[src/rgd_pkg.sv]
// Shared types and constants for the rotating grille decryptor.
// No dependencies; used by rgd_ctrl, rgd_datapath and the top level.
package rgd_pkg;

  localparam int unsigned DATA_W = 8;
  localparam int unsigned CFG_W  = 4;
  localparam logic [DATA_W-1:0] HOLE_CHAR = 8'h2E;
  localparam logic [CFG_W-1:0]  GRID_SIZE_RST = 4'd4;

  typedef enum logic [3:0] {
    ST_LOAD,
    ST_DEC_START,
    ST_SCAN_RD,
    ST_SCAN_CHK,
    ST_SCAN_WR,
    ST_VERIFY,
    ST_EMIT_RD,
    ST_EMIT_LD,
    ST_INVALID
  } state_e;

  typedef struct packed {
    logic in_ready;
    logic in_accept;
    logic dec_start;
    logic hole_rd;
    logic cipher_rd;
    logic plain_wr;
    logic scan_adv;
    logic plain_rd;
    logic out_char;
    logic out_inv;
  } cmd_t;

  typedef struct packed {
    logic last_cipher;
    logic holes_ok;
    logic take_ok;
    logic scan_last;
    logic all_covered;
    logic emit_last;
    logic out_free;
  } status_t;

endpackage

[src/rgd_ctrl.sv]
// Sequencer for the rotating grille decryptor: load, scan, verify, emit.
// Depends on rgd_pkg; drives rgd_datapath through cmd_t / status_t.
module rgd_ctrl (
  input  logic             clk_i,
  input  logic             rst_ni,
  input  logic             in_valid_i,
  input  rgd_pkg::status_t st_i,
  output rgd_pkg::cmd_t    cmd_o
);

  rgd_pkg::state_e state_q, state_d;

  always_ff @(posedge clk_i or negedge rst_ni) begin
    if (!rst_ni) begin
      state_q <= rgd_pkg::ST_LOAD;
    end else begin
      state_q <= state_d;
    end
  end

  always_comb begin
    state_d = state_q;
    unique case (state_q)
      rgd_pkg::ST_LOAD: begin
        if (in_valid_i && st_i.last_cipher) state_d = rgd_pkg::ST_DEC_START;
      end
      rgd_pkg::ST_DEC_START: begin
        state_d = st_i.holes_ok ? rgd_pkg::ST_SCAN_RD : rgd_pkg::ST_INVALID;
      end
      rgd_pkg::ST_SCAN_RD: state_d = rgd_pkg::ST_SCAN_CHK;
      rgd_pkg::ST_SCAN_CHK: begin
        if (st_i.take_ok) begin
          state_d = rgd_pkg::ST_SCAN_WR;
        end else begin
          state_d = st_i.scan_last ? rgd_pkg::ST_VERIFY : rgd_pkg::ST_SCAN_RD;
        end
      end
      rgd_pkg::ST_SCAN_WR: begin
        state_d = st_i.scan_last ? rgd_pkg::ST_VERIFY : rgd_pkg::ST_SCAN_RD;
      end
      rgd_pkg::ST_VERIFY: begin
        state_d = st_i.all_covered ? rgd_pkg::ST_EMIT_RD : rgd_pkg::ST_INVALID;
      end
      rgd_pkg::ST_EMIT_RD: state_d = rgd_pkg::ST_EMIT_LD;
      rgd_pkg::ST_EMIT_LD: begin
        if (st_i.out_free) begin
          state_d = st_i.emit_last ? rgd_pkg::ST_LOAD : rgd_pkg::ST_EMIT_RD;
        end
      end
      rgd_pkg::ST_INVALID: begin
        if (st_i.out_free) state_d = rgd_pkg::ST_LOAD;
      end
      default: state_d = rgd_pkg::ST_LOAD;
    endcase
  end

  always_comb begin
    cmd_o = '0;
    unique case (state_q)
      rgd_pkg::ST_LOAD: begin
        cmd_o.in_ready  = 1'b1;
        cmd_o.in_accept = in_valid_i;
      end
      rgd_pkg::ST_DEC_START: cmd_o.dec_start = 1'b1;
      rgd_pkg::ST_SCAN_RD:   cmd_o.hole_rd = 1'b1;
      rgd_pkg::ST_SCAN_CHK: begin
        cmd_o.cipher_rd = st_i.take_ok;
        cmd_o.scan_adv  = !st_i.take_ok;
      end
      rgd_pkg::ST_SCAN_WR: begin
        cmd_o.plain_wr = 1'b1;
        cmd_o.scan_adv = 1'b1;
      end
      rgd_pkg::ST_VERIFY:  ;
      rgd_pkg::ST_EMIT_RD: cmd_o.plain_rd = 1'b1;
      rgd_pkg::ST_EMIT_LD: cmd_o.out_char = st_i.out_free;
      rgd_pkg::ST_INVALID: cmd_o.out_inv = st_i.out_free;
      default: ;
    endcase
  end

endmodule

[src/rgd_datapath.sv]
// Datapath: grille, cipher and plaintext stores, counts, scan counters, output register.
// Depends on rgd_pkg; controlled by rgd_ctrl.
module rgd_datapath #(
  parameter int unsigned MAX_SIDE = 8
) (
  input  logic                       clk_i,
  input  logic                       rst_ni,
  input  logic                       cfg_we_i,
  input  logic [rgd_pkg::CFG_W-1:0]  cfg_wdata_i,
  input  logic [rgd_pkg::DATA_W-1:0] in_byte_i,
  input  logic                       in_action_i,
  input  rgd_pkg::cmd_t              cmd_i,
  output rgd_pkg::status_t           st_o,
  input  logic                       out_ready_i,
  output logic                       out_valid_o,
  output logic [rgd_pkg::DATA_W-1:0] out_char_o,
  output logic                       out_inv_o,
  output logic                       out_last_o
);

  localparam int unsigned CELLS  = MAX_SIDE * MAX_SIDE;
  localparam int unsigned ADDR_W = $clog2(CELLS);
  localparam int unsigned CNT_W  = $clog2(CELLS + 1);
  localparam int unsigned IDX_W  = $clog2(MAX_SIDE);
  localparam int unsigned SIDE_W = $clog2(MAX_SIDE + 1);

  logic [rgd_pkg::CFG_W-1:0] grid_size_q;
  logic [SIDE_W-1:0]         side;
  logic [CNT_W-1:0]          total;
  logic [IDX_W-1:0]          nm1;

  logic [CNT_W-1:0] gcnt_q, ccnt_q, holes_q;
  logic             grille_full;
  logic             is_hole;
  logic [CNT_W-1:0] gidx;

  logic                       hole_mem   [CELLS];
  logic [rgd_pkg::DATA_W-1:0] cipher_mem [CELLS];
  logic [rgd_pkg::DATA_W-1:0] plain_mem  [CELLS];
  logic                       hole_bit_q;
  logic [rgd_pkg::DATA_W-1:0] cipher_rd_q;
  logic [rgd_pkg::DATA_W-1:0] plain_rd_q;

  logic [1:0]       pass_q;
  logic [IDX_W-1:0] row_q, col_q;
  logic [IDX_W-1:0] rot_r, rot_c;
  logic [ADDR_W-1:0] grille_addr, pos;
  logic [CNT_W-1:0] next_q, cover_q;
  logic [CELLS-1:0] covered_q;
  logic [ADDR_W-1:0] emit_q;

  logic                       out_valid_q;
  logic [rgd_pkg::DATA_W-1:0] out_char_q;
  logic                       out_inv_q, out_last_q;

  // Side length in use, clamped to 1..MAX_SIDE
  always_comb begin
    if (grid_size_q == '0) begin
      side = SIDE_W'(1);
    end else if (grid_size_q > rgd_pkg::CFG_W'(MAX_SIDE)) begin
      side = SIDE_W'(MAX_SIDE);
    end else begin
      side = SIDE_W'(grid_size_q);
    end
  end

  assign total = CNT_W'(side) * CNT_W'(side);
  assign nm1   = IDX_W'(side - SIDE_W'(1));

  always_ff @(posedge clk_i or negedge rst_ni) begin
    if (!rst_ni) begin
      grid_size_q <= rgd_pkg::GRID_SIZE_RST;
    end else if (cfg_we_i) begin
      grid_size_q <= cfg_wdata_i;
    end
  end

  // Load phase
  assign grille_full = gcnt_q >= total;
  assign is_hole     = in_byte_i == rgd_pkg::HOLE_CHAR;
  assign gidx        = grille_full ? '0 : gcnt_q;

  always_ff @(posedge clk_i or negedge rst_ni) begin
    if (!rst_ni) begin
      gcnt_q  <= '0;
      ccnt_q  <= '0;
      holes_q <= '0;
    end else if (cfg_we_i || cmd_i.dec_start) begin
      gcnt_q  <= '0;
      ccnt_q  <= '0;
      holes_q <= '0;
    end else if (cmd_i.in_accept) begin
      if (!in_action_i) begin
        gcnt_q  <= gidx + CNT_W'(1);
        holes_q <= (grille_full ? '0 : holes_q) + CNT_W'(is_hole);
        if (grille_full) ccnt_q <= '0;
      end else if (grille_full) begin
        ccnt_q <= ccnt_q + CNT_W'(1);
      end
    end
  end

  always_ff @(posedge clk_i) begin
    if (cmd_i.in_accept && !in_action_i) begin
      hole_mem[gidx[ADDR_W-1:0]] <= is_hole;
    end
    if (cmd_i.hole_rd) begin
      hole_bit_q <= hole_mem[grille_addr];
    end
  end

  always_ff @(posedge clk_i) begin
    if (cmd_i.in_accept && in_action_i && grille_full) begin
      cipher_mem[ccnt_q[ADDR_W-1:0]] <= in_byte_i;
    end
    if (cmd_i.cipher_rd) begin
      cipher_rd_q <= cipher_mem[next_q[ADDR_W-1:0]];
    end
  end

  always_ff @(posedge clk_i) begin
    if (cmd_i.plain_wr) begin
      plain_mem[pos] <= cipher_rd_q;
    end
    if (cmd_i.plain_rd) begin
      plain_rd_q <= plain_mem[emit_q];
    end
  end

  // Grille cell seen by output position (row, col) in the current quarter turn
  always_comb begin
    unique case (pass_q)
      2'd0: begin rot_r = row_q;         rot_c = col_q;         end
      2'd1: begin rot_r = nm1 - col_q;   rot_c = row_q;         end
      2'd2: begin rot_r = nm1 - row_q;   rot_c = nm1 - col_q;   end
      default: begin rot_r = col_q;      rot_c = nm1 - row_q;   end
    endcase
  end

  assign grille_addr = ADDR_W'(CNT_W'(rot_r) * CNT_W'(side) + CNT_W'(rot_c));
  assign pos         = ADDR_W'(CNT_W'(row_q) * CNT_W'(side) + CNT_W'(col_q));

  always_ff @(posedge clk_i or negedge rst_ni) begin
    if (!rst_ni) begin
      pass_q    <= '0;
      row_q     <= '0;
      col_q     <= '0;
      next_q    <= '0;
      cover_q   <= '0;
      covered_q <= '0;
      emit_q    <= '0;
    end else if (cmd_i.dec_start) begin
      pass_q    <= '0;
      row_q     <= '0;
      col_q     <= '0;
      next_q    <= '0;
      cover_q   <= '0;
      covered_q <= '0;
      emit_q    <= '0;
    end else begin
      if (cmd_i.scan_adv) begin
        if (col_q == nm1) begin
          col_q <= '0;
          if (row_q == nm1) begin
            row_q  <= '0;
            pass_q <= pass_q + 2'd1;
          end else begin
            row_q <= row_q + IDX_W'(1);
          end
        end else begin
          col_q <= col_q + IDX_W'(1);
        end
      end
      if (cmd_i.cipher_rd) next_q <= next_q + CNT_W'(1);
      if (cmd_i.plain_wr) begin
        covered_q[pos] <= 1'b1;
        if (!covered_q[pos]) cover_q <= cover_q + CNT_W'(1);
      end
      if (cmd_i.out_char) emit_q <= emit_q + ADDR_W'(1);
    end
  end

  // Output register
  always_ff @(posedge clk_i or negedge rst_ni) begin
    if (!rst_ni) begin
      out_valid_q <= 1'b0;
    end else if (cmd_i.out_char || cmd_i.out_inv) begin
      out_valid_q <= 1'b1;
    end else if (out_ready_i) begin
      out_valid_q <= 1'b0;
    end
  end

  always_ff @(posedge clk_i) begin
    if (cmd_i.out_char) begin
      out_char_q <= plain_rd_q;
      out_inv_q  <= 1'b0;
      out_last_q <= st_o.emit_last;
    end else if (cmd_i.out_inv) begin
      out_char_q <= '0;
      out_inv_q  <= 1'b1;
      out_last_q <= 1'b1;
    end
  end

  assign out_valid_o = out_valid_q;
  assign out_char_o  = out_char_q;
  assign out_inv_o   = out_inv_q;
  assign out_last_o  = out_last_q;

  always_comb begin
    st_o.last_cipher = in_action_i && grille_full && (ccnt_q == total - CNT_W'(1));
    st_o.holes_ok    = ((CNT_W+2)'(holes_q) << 2) == (CNT_W+2)'(total);
    st_o.take_ok     = hole_bit_q && (next_q < total);
    st_o.scan_last   = (pass_q == 2'd3) && (row_q == nm1) && (col_q == nm1);
    st_o.all_covered = cover_q == total;
    st_o.emit_last   = CNT_W'(emit_q) == total - CNT_W'(1);
    st_o.out_free    = !out_valid_q || out_ready_i;
  end

endmodule

[src/rotating_grille_decrypt.sv]
// Rotating grille decryptor, top level.
// Instantiates rgd_ctrl and rgd_datapath; uses rgd_pkg.
//
// Usage:
//  - cfg_we_i/cfg_wdata_i write the grid side n (reset 4, 0 acts as 1, above
//    MAX_SIDE acts as MAX_SIDE); a write restarts loading. Write only when idle.
//  - Slave stream: tuser = 0 carries a grille cell ('.' is a hole), tuser = 1
//    a ciphertext byte. n*n grille requests, then n*n ciphertext requests.
//    Ciphertext before the grille is complete is dropped; a grille request
//    after a complete grille starts a new run.
//  - Loading takes one request per cycle. After the last ciphertext request
//    the block stops accepting, scans 4*n*n cells (single-port store reads: a
//    grille read and check per cell, plus a plaintext write per open cell),
//    then emits n*n plaintext bytes, tlast on the last. A bad grille gives one
//    result with tuser = 1, tdata = 0, tlast = 1.
//  - A stalled master side holds its request in the output register and the
//    sequencer waits; the next load begins as soon as the last result is
//    registered.
//  - Reset returns n to 4 and clears all counts; stores need no clearing.
module rotating_grille_decrypt #(
  parameter int unsigned MAX_SIDE = 8
) (
  input  logic                       clk_i,
  input  logic                       rst_ni,
  input  logic                       cfg_we_i,
  input  logic [rgd_pkg::CFG_W-1:0]  cfg_wdata_i,     // grid_size
  input  logic                       s_axis_tvalid_i,
  output logic                       s_axis_tready_o,
  input  logic [rgd_pkg::DATA_W-1:0] s_axis_tdata_i,  // [7:0] data_byte
  input  logic                       s_axis_tuser_i,  // [0] action
  output logic                       m_axis_tvalid_o,
  input  logic                       m_axis_tready_i,
  output logic [rgd_pkg::DATA_W-1:0] m_axis_tdata_o,  // [7:0] plain_char
  output logic                       m_axis_tuser_o,  // [0] invalid
  output logic                       m_axis_tlast_o
);

  rgd_pkg::cmd_t    cmd;
  rgd_pkg::status_t st;

  rgd_ctrl u_ctrl (
    .clk_i      (clk_i),
    .rst_ni     (rst_ni),
    .in_valid_i (s_axis_tvalid_i),
    .st_i       (st),
    .cmd_o      (cmd)
  );

  rgd_datapath #(
    .MAX_SIDE (MAX_SIDE)
  ) u_dp (
    .clk_i       (clk_i),
    .rst_ni      (rst_ni),
    .cfg_we_i    (cfg_we_i),
    .cfg_wdata_i (cfg_wdata_i),
    .in_byte_i   (s_axis_tdata_i),
    .in_action_i (s_axis_tuser_i),
    .cmd_i       (cmd),
    .st_o        (st),
    .out_ready_i (m_axis_tready_i),
    .out_valid_o (m_axis_tvalid_o),
    .out_char_o  (m_axis_tdata_o),
    .out_inv_o   (m_axis_tuser_o),
    .out_last_o  (m_axis_tlast_o)
  );

  assign s_axis_tready_o = cmd.in_ready;

endmodule

[config.mk]
export PLATFORM = sky130hd
export DESIGN_NAME = rotating_grille_decrypt
export DESIGN_NICKNAME = d
export VERILOG_FILES = /design/src/rgd_pkg.sv /design/src/rgd_ctrl.sv /design/src/rgd_datapath.sv /design/src/rotating_grille_decrypt.sv
export SDC_FILE = /design/constraint.sdc
export NUM_CORES = 2
export LEC_CHECK = 0
export BUFFER_PORTS_ARGS = -buffer_cell sky130_fd_sc_hd__buf_2
export CORE_MARGIN = 4
export CORE_UTILIZATION = 66
export CTS_BUF_LIST = sky130_fd_sc_hd__clkbuf_8
export DETAILED_ROUTE_END_ITERATION = 8
export PLACE_DENSITY = 0.91
export SLEW_MARGIN = 10
export SYNTH_ARGS = -nofsm -noshare
export SYNTH_HDL_FRONTEND = slang
export SYNTH_SLANG_ARGS = --single-unit
[constraint.sdc]
create_clock -name clk_i -period 7.2 [get_ports clk_i]
set_clock_uncertainty 0.2 [all_clocks]
set_input_delay 0.72 -clock clk_i [delete_from_list [all_inputs] [get_ports clk_i]]
set_output_delay 0.72 -clock clk_i [all_outputs]
set_load 0.1 [all_outputs]
# Word level (Yosys, flattened, before mapping)
# Memory sizes are Yosys's and may differ from the RTL's. A register that Yosys moved wholly into a read port is not among the register bits.
# Cells that the tools add are included.
# Widths: inputs -> output; s select.
# word_totals
in_bits	18
memories	3
regBits	132
ram_bits	1088
wordCells	172
output_inout_bits	12
# op_classes
mux	71
bitwise	1
add_sub_neg	15
multipliers	3
order_cmp	5
reduce_logical	35
eq_ne	23
# mem_list
memory	depth	word_bits	read_ports	rd_clocked_by_memory_dff	write_ports	line	rtl
u_dp.cipher_mem	64	8	1	1	1	rgd_datapath.sv:38	logic [rgd_pkg::DATA_W-1:0] cipher_mem [CELLS];
u_dp.plain_mem	64	8	1	1	1	rgd_datapath.sv:39	logic [rgd_pkg::DATA_W-1:0] plain_mem [CELLS];
u_dp.hole_mem	64	1	1	1	1	rgd_datapath.sv:37	logic hole_mem [CELLS];
# ops
operator	n
$mux 64	2
$mux 7	18
$or 64x64->64	1
$pmux 4 s9	1
$mux 4	8
$add 7x1->7 const B	4
$mux 3	9
$reduce_bool 2->1	10
$mux 1	19
$pmux 3 s3	2
$eq 4x3->1 const B	4
$mux 8	2
$eq 7x7->1	2
$add 6x3->6	2
$mul 3x4->6	2
$mux 6	2
$logic_and 1x1->1	10
$mux 2	5
$ne 2x1->1 const B	5
$eq 9x7->1	1
$eq 4x2->1 const B	2
$eq 8x6->1 const B	1
$logic_not 4->1	2
$reduce_and 2->1	4
other kinds (26)	35

# Longest topological paths before layout
# logic_depth
word_depth	12
mapped_depth	21
ltp_nobuf	19

# Hierarchy
# From an unflattened synthesis, not the netlist that was laid out.
# hier_totals
hier_cells	2659
area_unflattened_um2	50860.0
# modules_own_cells
module	n_inst	area_each_um2	cells_each	seq_area_each_um2
rgd_datapath	1	50410.8	2602	36426.2
rgd_ctrl	1	449.2	57	100.1

# Worst setup path after synthesis
# No wires, ideal clock.
# synth_timing
path_type	input to register
start	input s_axis_tdata_i[0] (netlist bit)
end	register u_dp.holes_q[6]
n_path_buf	0
path_slack_ps	1097
setup_ps	83
arrival_ps	5821
t_required_ps	6917
path_stages	8
path_cell_list	nand4b_1 -> nor4_1 -> ha_1 -> ha_1 -> and3_1 -> nand3_1 -> or4_1 -> o21ai_0
# synth_between
elab_chain_cells	5
# synth_lines
item	line	rtl
start, declared	rotating_grille_decrypt.sv:29	input logic [rgd_pkg::DATA_W-1:0] s_axis_tdata_i,
$eq 8x6->1	rgd_datapath.sv:80	assign is_hole = in_byte_i == rgd_pkg::HOLE_CHAR;
net u_dp.is_hole	rgd_datapath.sv:34	logic is_hole;
$add 7x1->7	rgd_datapath.sv:95	holes_q <= (grille_full ? '0 : holes_q) + CNT_W'(is_hole);
$mux 7	rgd_datapath.sv:93	if (!in_action_i) begin
$mux 7	rgd_datapath.sv:92	end else if (cmd_i.in_accept) begin
$mux 7	rgd_datapath.sv:88	end else if (cfg_we_i || cmd_i.dec_start) begin
end signal, assigned	rgd_datapath.sv:95	
end, declared	rgd_datapath.sv:32	logic [CNT_W-1:0] gcnt_q, ccnt_q, holes_q;
# The timed path passes the listed nets, and every way through them passes these cells. The select of a mux whose other input is x is not followed.
# A chain may end at the register's enable or synchronous reset.

# Worst setup path in the final report
# layout_timing
start	register u_dp.grid_size_q[1] (netlist bit)
end	register u_dp.cover_q[3]
# layout_between
elab_chain_cells	9
elab_cells_between_ends	10
classes_between	add/sub: 1; mul: 1; order compare: 1; eq/ne: 1; mux: 4; reduce/logical: 2
# layout_lines
item	line	rtl
start, declared	rgd_datapath.sv:27	logic [rgd_pkg::CFG_W-1:0] grid_size_q;
start signal, assigned	rgd_datapath.sv:72	grid_size_q <= rgd_pkg::GRID_SIZE_RST;
start signal, assigned	rgd_datapath.sv:74	grid_size_q <= cfg_wdata_i;
$gt 4x4->1	rgd_datapath.sv:60	end else if (grid_size_q > rgd_pkg::CFG_W'(MAX_SIDE)) begin
$mux 4	rgd_datapath.sv:60	
$mux 4 *	rgd_datapath.sv:58	if (grid_size_q == '0) begin
$mul 3x4->6 *	rgd_datapath.sv:141	assign pos = ADDR_W'(CNT_W'(row_q) * CNT_W'(side) + CNT_W'(col_q));
$add 6x3->6 *	rgd_datapath.sv:141	
$bmux 1 s6 *	rgd_datapath.sv:177	if (!covered_q[pos]) cover_q <= cover_q + CNT_W'(1);
$mux 1 (not written as such) *	rgd_datapath.sv:177	
$ne 2x1->1 (no line) *	-	
$reduce_and 2->1 (no line) *	-	
end signal, assigned	rgd_datapath.sv:177	
end, declared	rgd_datapath.sv:48	logic [CNT_W-1:0] next_q, cover_q;
# Mark *: on every way between the ends. The rest lies on a longest branch, timed or not. The select of a mux whose other input is x is not followed.

==> flow_metrics.env <==
export IMPL_cp_buffers_inverters=3
export IMPL_antenna_found_initial=4
export IMPL_finalCriticalPeriod_ps=6504
export IMPL_track_usage_pct=30.64
export IMPL_finalHoldViolCount=0
export IMPL_cts_made_buffers=185
export IMPL_hold_start="cfg_we_i"
export IMPL_cpMaxStageDelayCell="fa_1"
export IMPL_clkSinkCount=1237
export IMPL_port_buffers=29
export IMPL_ys_ff_latch=1237
export IMPL_start_util_pct=66.71
export IMPL_r2r_start="u_dp.grid_size_q[1]"
export IMPL_htree_levels=4
export IMPL_routedWlPerCell_um=30.87
export IMPL_avgSynthCellArea_um2=19.36
export IMPL_yosys_top_cells_area="edfxtp_1, mux4_2, dfrtp_1, nor2_1, ha_1"
export IMPL_rsz0062_at_grt="no"
export IMPL_fill_cells=3962
export IMPL_synth_largest_area_cell="edfxtp_1"
export IMPL_yosys_most_used_dff="edfxtp_1"
export IMPL_critPathTopFamily="adder cells"
export IMPL_seq_area_frac_synth_pct=71.85
export IMPL_grt_pass1_wl_mm=184.1
export IMPL_maxSlewHeadroom_pct=15.00
export IMPL_maxCapViolCount=0
export IMPL_die_h_um=285.5
export IMPL_cp_end_kind="register"
export IMPL_crit_type="reg2reg"
export IMPL_period_share_pct=90.33
export IMPL_final_cell_area_um2=55790
export IMPL_fin_tns_setup_ps=0
export IMPL_crit_chain="o21ba_2, nor2_1, inv_2, nor2_1, ha_1, ha_1, ha_1, inv_1, fa_1, buf_4, mux4_1, mux4_2, nand2_1, and3_4, a31oi_4, or4_1, a21oi_1"
export IMPL_ios=30
export IMPL_clk_pin_slew_ps=70
export IMPL_synth_top_area_share_pct=65.81
export IMPL_ff_latch_area_um2=36540
export IMPL_drt_iter0_drc=4581
export IMPL_multiInputGateArea_um2=13730
export IMPL_root_buffer="clkbuf_8"
export IMPL_syn_area_um2=50830
export IMPL_cts_resized=0
export IMPL_synth_async_reset_ratio_pct=9.863
export IMPL_routed_wl_mm=121.8
export IMPL_die_area_um2=81520
export IMPL_first_global_vias=28395
export IMPL_worstMarginPinSlew_ps=1270
export IMPL_drive_above_1_share_pct=24.37
export IMPL_drtPass1Iterations=7
export IMPL_row_count=101
export IMPL_fmax_mhz=153.8
export IMPL_area_growth_pct=9.757
export IMPL_final_nets=2834
export IMPL_hold_class="in2reg"
export IMPL_ir_worst_vdd_v=0.0001724
export IMPL_slew_viol_final=0
export IMPL_crit_start="u_dp.grid_size_q[1]"
export IMPL_gr_total_overflow=0
export IMPL_slowest_delay_ps=1210
export IMPL_synthDistinctLibCells=69
export IMPL_clk_latency_ps=840
export IMPL_dp_hpwl_mm=73.03
export IMPL_p_per_area_nw_per_um2=273.1
export IMPL_route_detailed_drc=0
export IMPL_fp_dieW_um=285.5
export IMPL_placed_cell_area_um2=52070
export IMPL_critPathMaxFanout=13
export IMPL_coreArea_um2=76200
export IMPL_synth_edf_count=1114
export IMPL_vias=27555
export IMPL_critPathLaunchType="register"
export IMPL_critical_path_arrival_ps=7040
export IMPL_ant_nets=0
export IMPL_cts_setup_buffers=0
export IMPL_crit_top_cell="ha_1"
export IMPL_cts_hold_buf=5
export IMPL_ys_warn_count=0
export IMPL_gp_congestion=0.8917
export IMPL_cts_tree="yes"
export IMPL_setup_viol=0
export IMPL_grt_max_degree=88
export IMPL_status="completed"
export IMPL_yosys_top_cells_count="edfxtp_1, mux4_2, nor2_1"
export IMPL_max_clock_path_buffers=3
export IMPL_required_ps=7730
export IMPL_via_per_inst=6.983
export IMPL_syn_inst=2626
export IMPL_leakagePower_nw=18.02
export IMPL_synth_most_common_cell="edfxtp_1"
[per-stage QoR]
step / hold WS [ps] / util (%) / std cells / setup WS [ps] / power [mW]
after floorplan: 224.4 / - / 2627 / 1097 / 9.285
after global placement: 264.3 / 68.34 / 3593 / 1104 / 9.675
after detailed placement: 276.2 / 68.34 / 3593 / 835.4 / 9.759
after CTS: 16.52 / 73.20 / 3943 / 792.8 / 15.26
after global routing: 58.48 / 73.21 / 3945 / 413.5 / 15.77
final: 97.25 / 73.22 / 3946 / 696.4 / 15.24
[kinds of logic after synthesis]
| group | count (synthesis) | share of synthesized area (%) |
|---|---|---|
| flip-flops | 1237 | 71.85 |
| AO/OA/AOI/OAI | 179 | 2.370 |
| XOR/XNOR | 52 | 0.9944 |
| other | 1 | 0.007377 |
| buffers and inverters | 157 | 1.206 |
| multiplexers | 396 | 17.07 |
| AND/OR/NAND/NOR | 542 | 4.807 |
| adder cells (fa/ha/maj) | 62 | 1.686 |
[worst paths after layout]
check,depth (start not counted),endpoint,slack [ps]
max,17,u_dp.cover_q[3],700
min,2,u_dp.grid_size_q[2],100
max reg2reg,17,u_dp.cover_q[3],700
min reg2reg,1,u_dp.covered_q[24],300
max in group asynchronous,3,u_dp.emit_q[0],4990
min in group asynchronous,2,u_dp.gcnt_q[5],210
[flip-flops by register name, indices dropped and copies added (netlist names), 7 cells and up]
signal	flops
u_dp.ccnt_q	7
u_dp.out_char_o	8
u_dp.hole_mem	64
u_dp.cipher_mem	512
u_dp.cover_q	7
u_dp.cipher_rd_q	8
u_dp.plain_rd_q	8
u_dp.plain_mem	512
u_dp.covered_q	64
u_dp.next_q	7
u_dp.holes_q	7
u_dp.gcnt_q	7
[cells in the final DEF, fill, tap and decap left out, types with 5 or more instances in the layout]
cell and n:
nor4_1 5, nand4b_1 6, o21a_1 49, mux2i_1 17
a31oi_1 11, clkinv_2 22, and3_1 10, dlygate4sd3_1 5
nor3_1 15, edfxtp_1 1114, or4_1 7, xnor2_1 26
nand3_1 51, clkbuf_8 207, a21oi_1 39, xor2_1 21
bufinv_16 5, nand2b_1 10, mux4_2 366, buf_2 28
clkinv_1 25, clkinvlp_4 5, mux2_2 5, and2_1 28
or3_1 6, ha_1 50, buf_4 36, nand2_1 77
inv_1 99, nand3b_1 5, o31ai_1 8, o21ai_0 28
nor2_1 286, dfrtp_1 115, nor2b_1 13, mux4_1 8
nand4_1 9, fa_1 11, a211oi_1 6
[power by group]
group / switching (mW) / leakage [nW] / internal [mW] / total (mW)
clock: 2.77 / 2.13 / 2.85 / 5.61
combinational: 0.936 / 4.27 / 0.720 / 1.66
sequential: 0.138 / 11.6 / 7.83 / 7.97
total: 3.84 / 18.0 / 11.4 / 15.2
[per-layer routing]
metal | track usage [%] | vias up | share of wire (%)
met5 | 0 | - | 0
met4 | 12.80 | 0 | 4.6
met3 | 6.414 | 399 | 10
met2 | 49.89 | 2157 | 51
met1 | 41.36 | 14088 | 34
li1 | - | 10911 | -
[layout make-up]
class,instances,area share [%]
Clock inverter,138,1.446
Antenna cell,3,0.01346
Sequential cell,1237,65.50
Inverter,29,0.1951
Tap cell,1030,2.310
Multi-Input combinational cell,1233,24.61
Clock buffer,207,5.106
Timing Repair Buffer,69,0.8253
[worst register-to-register path, delay by kind of cell (launching register included)]
| kind | cells | cell delay [ps] |
|---|---|---|
| AOI/OAI and AO/OA | 3 | 520 |
| adders and majority gates | 4 | 1910 |
| buffers and inverters | 3 | 700 |
| DFF | 1 | 420 |
| muxes | 2 | 1030 |
| and+or+nand+nor | 5 | 1650 |
Note: power is estimated with default switching activity, not from simulation.
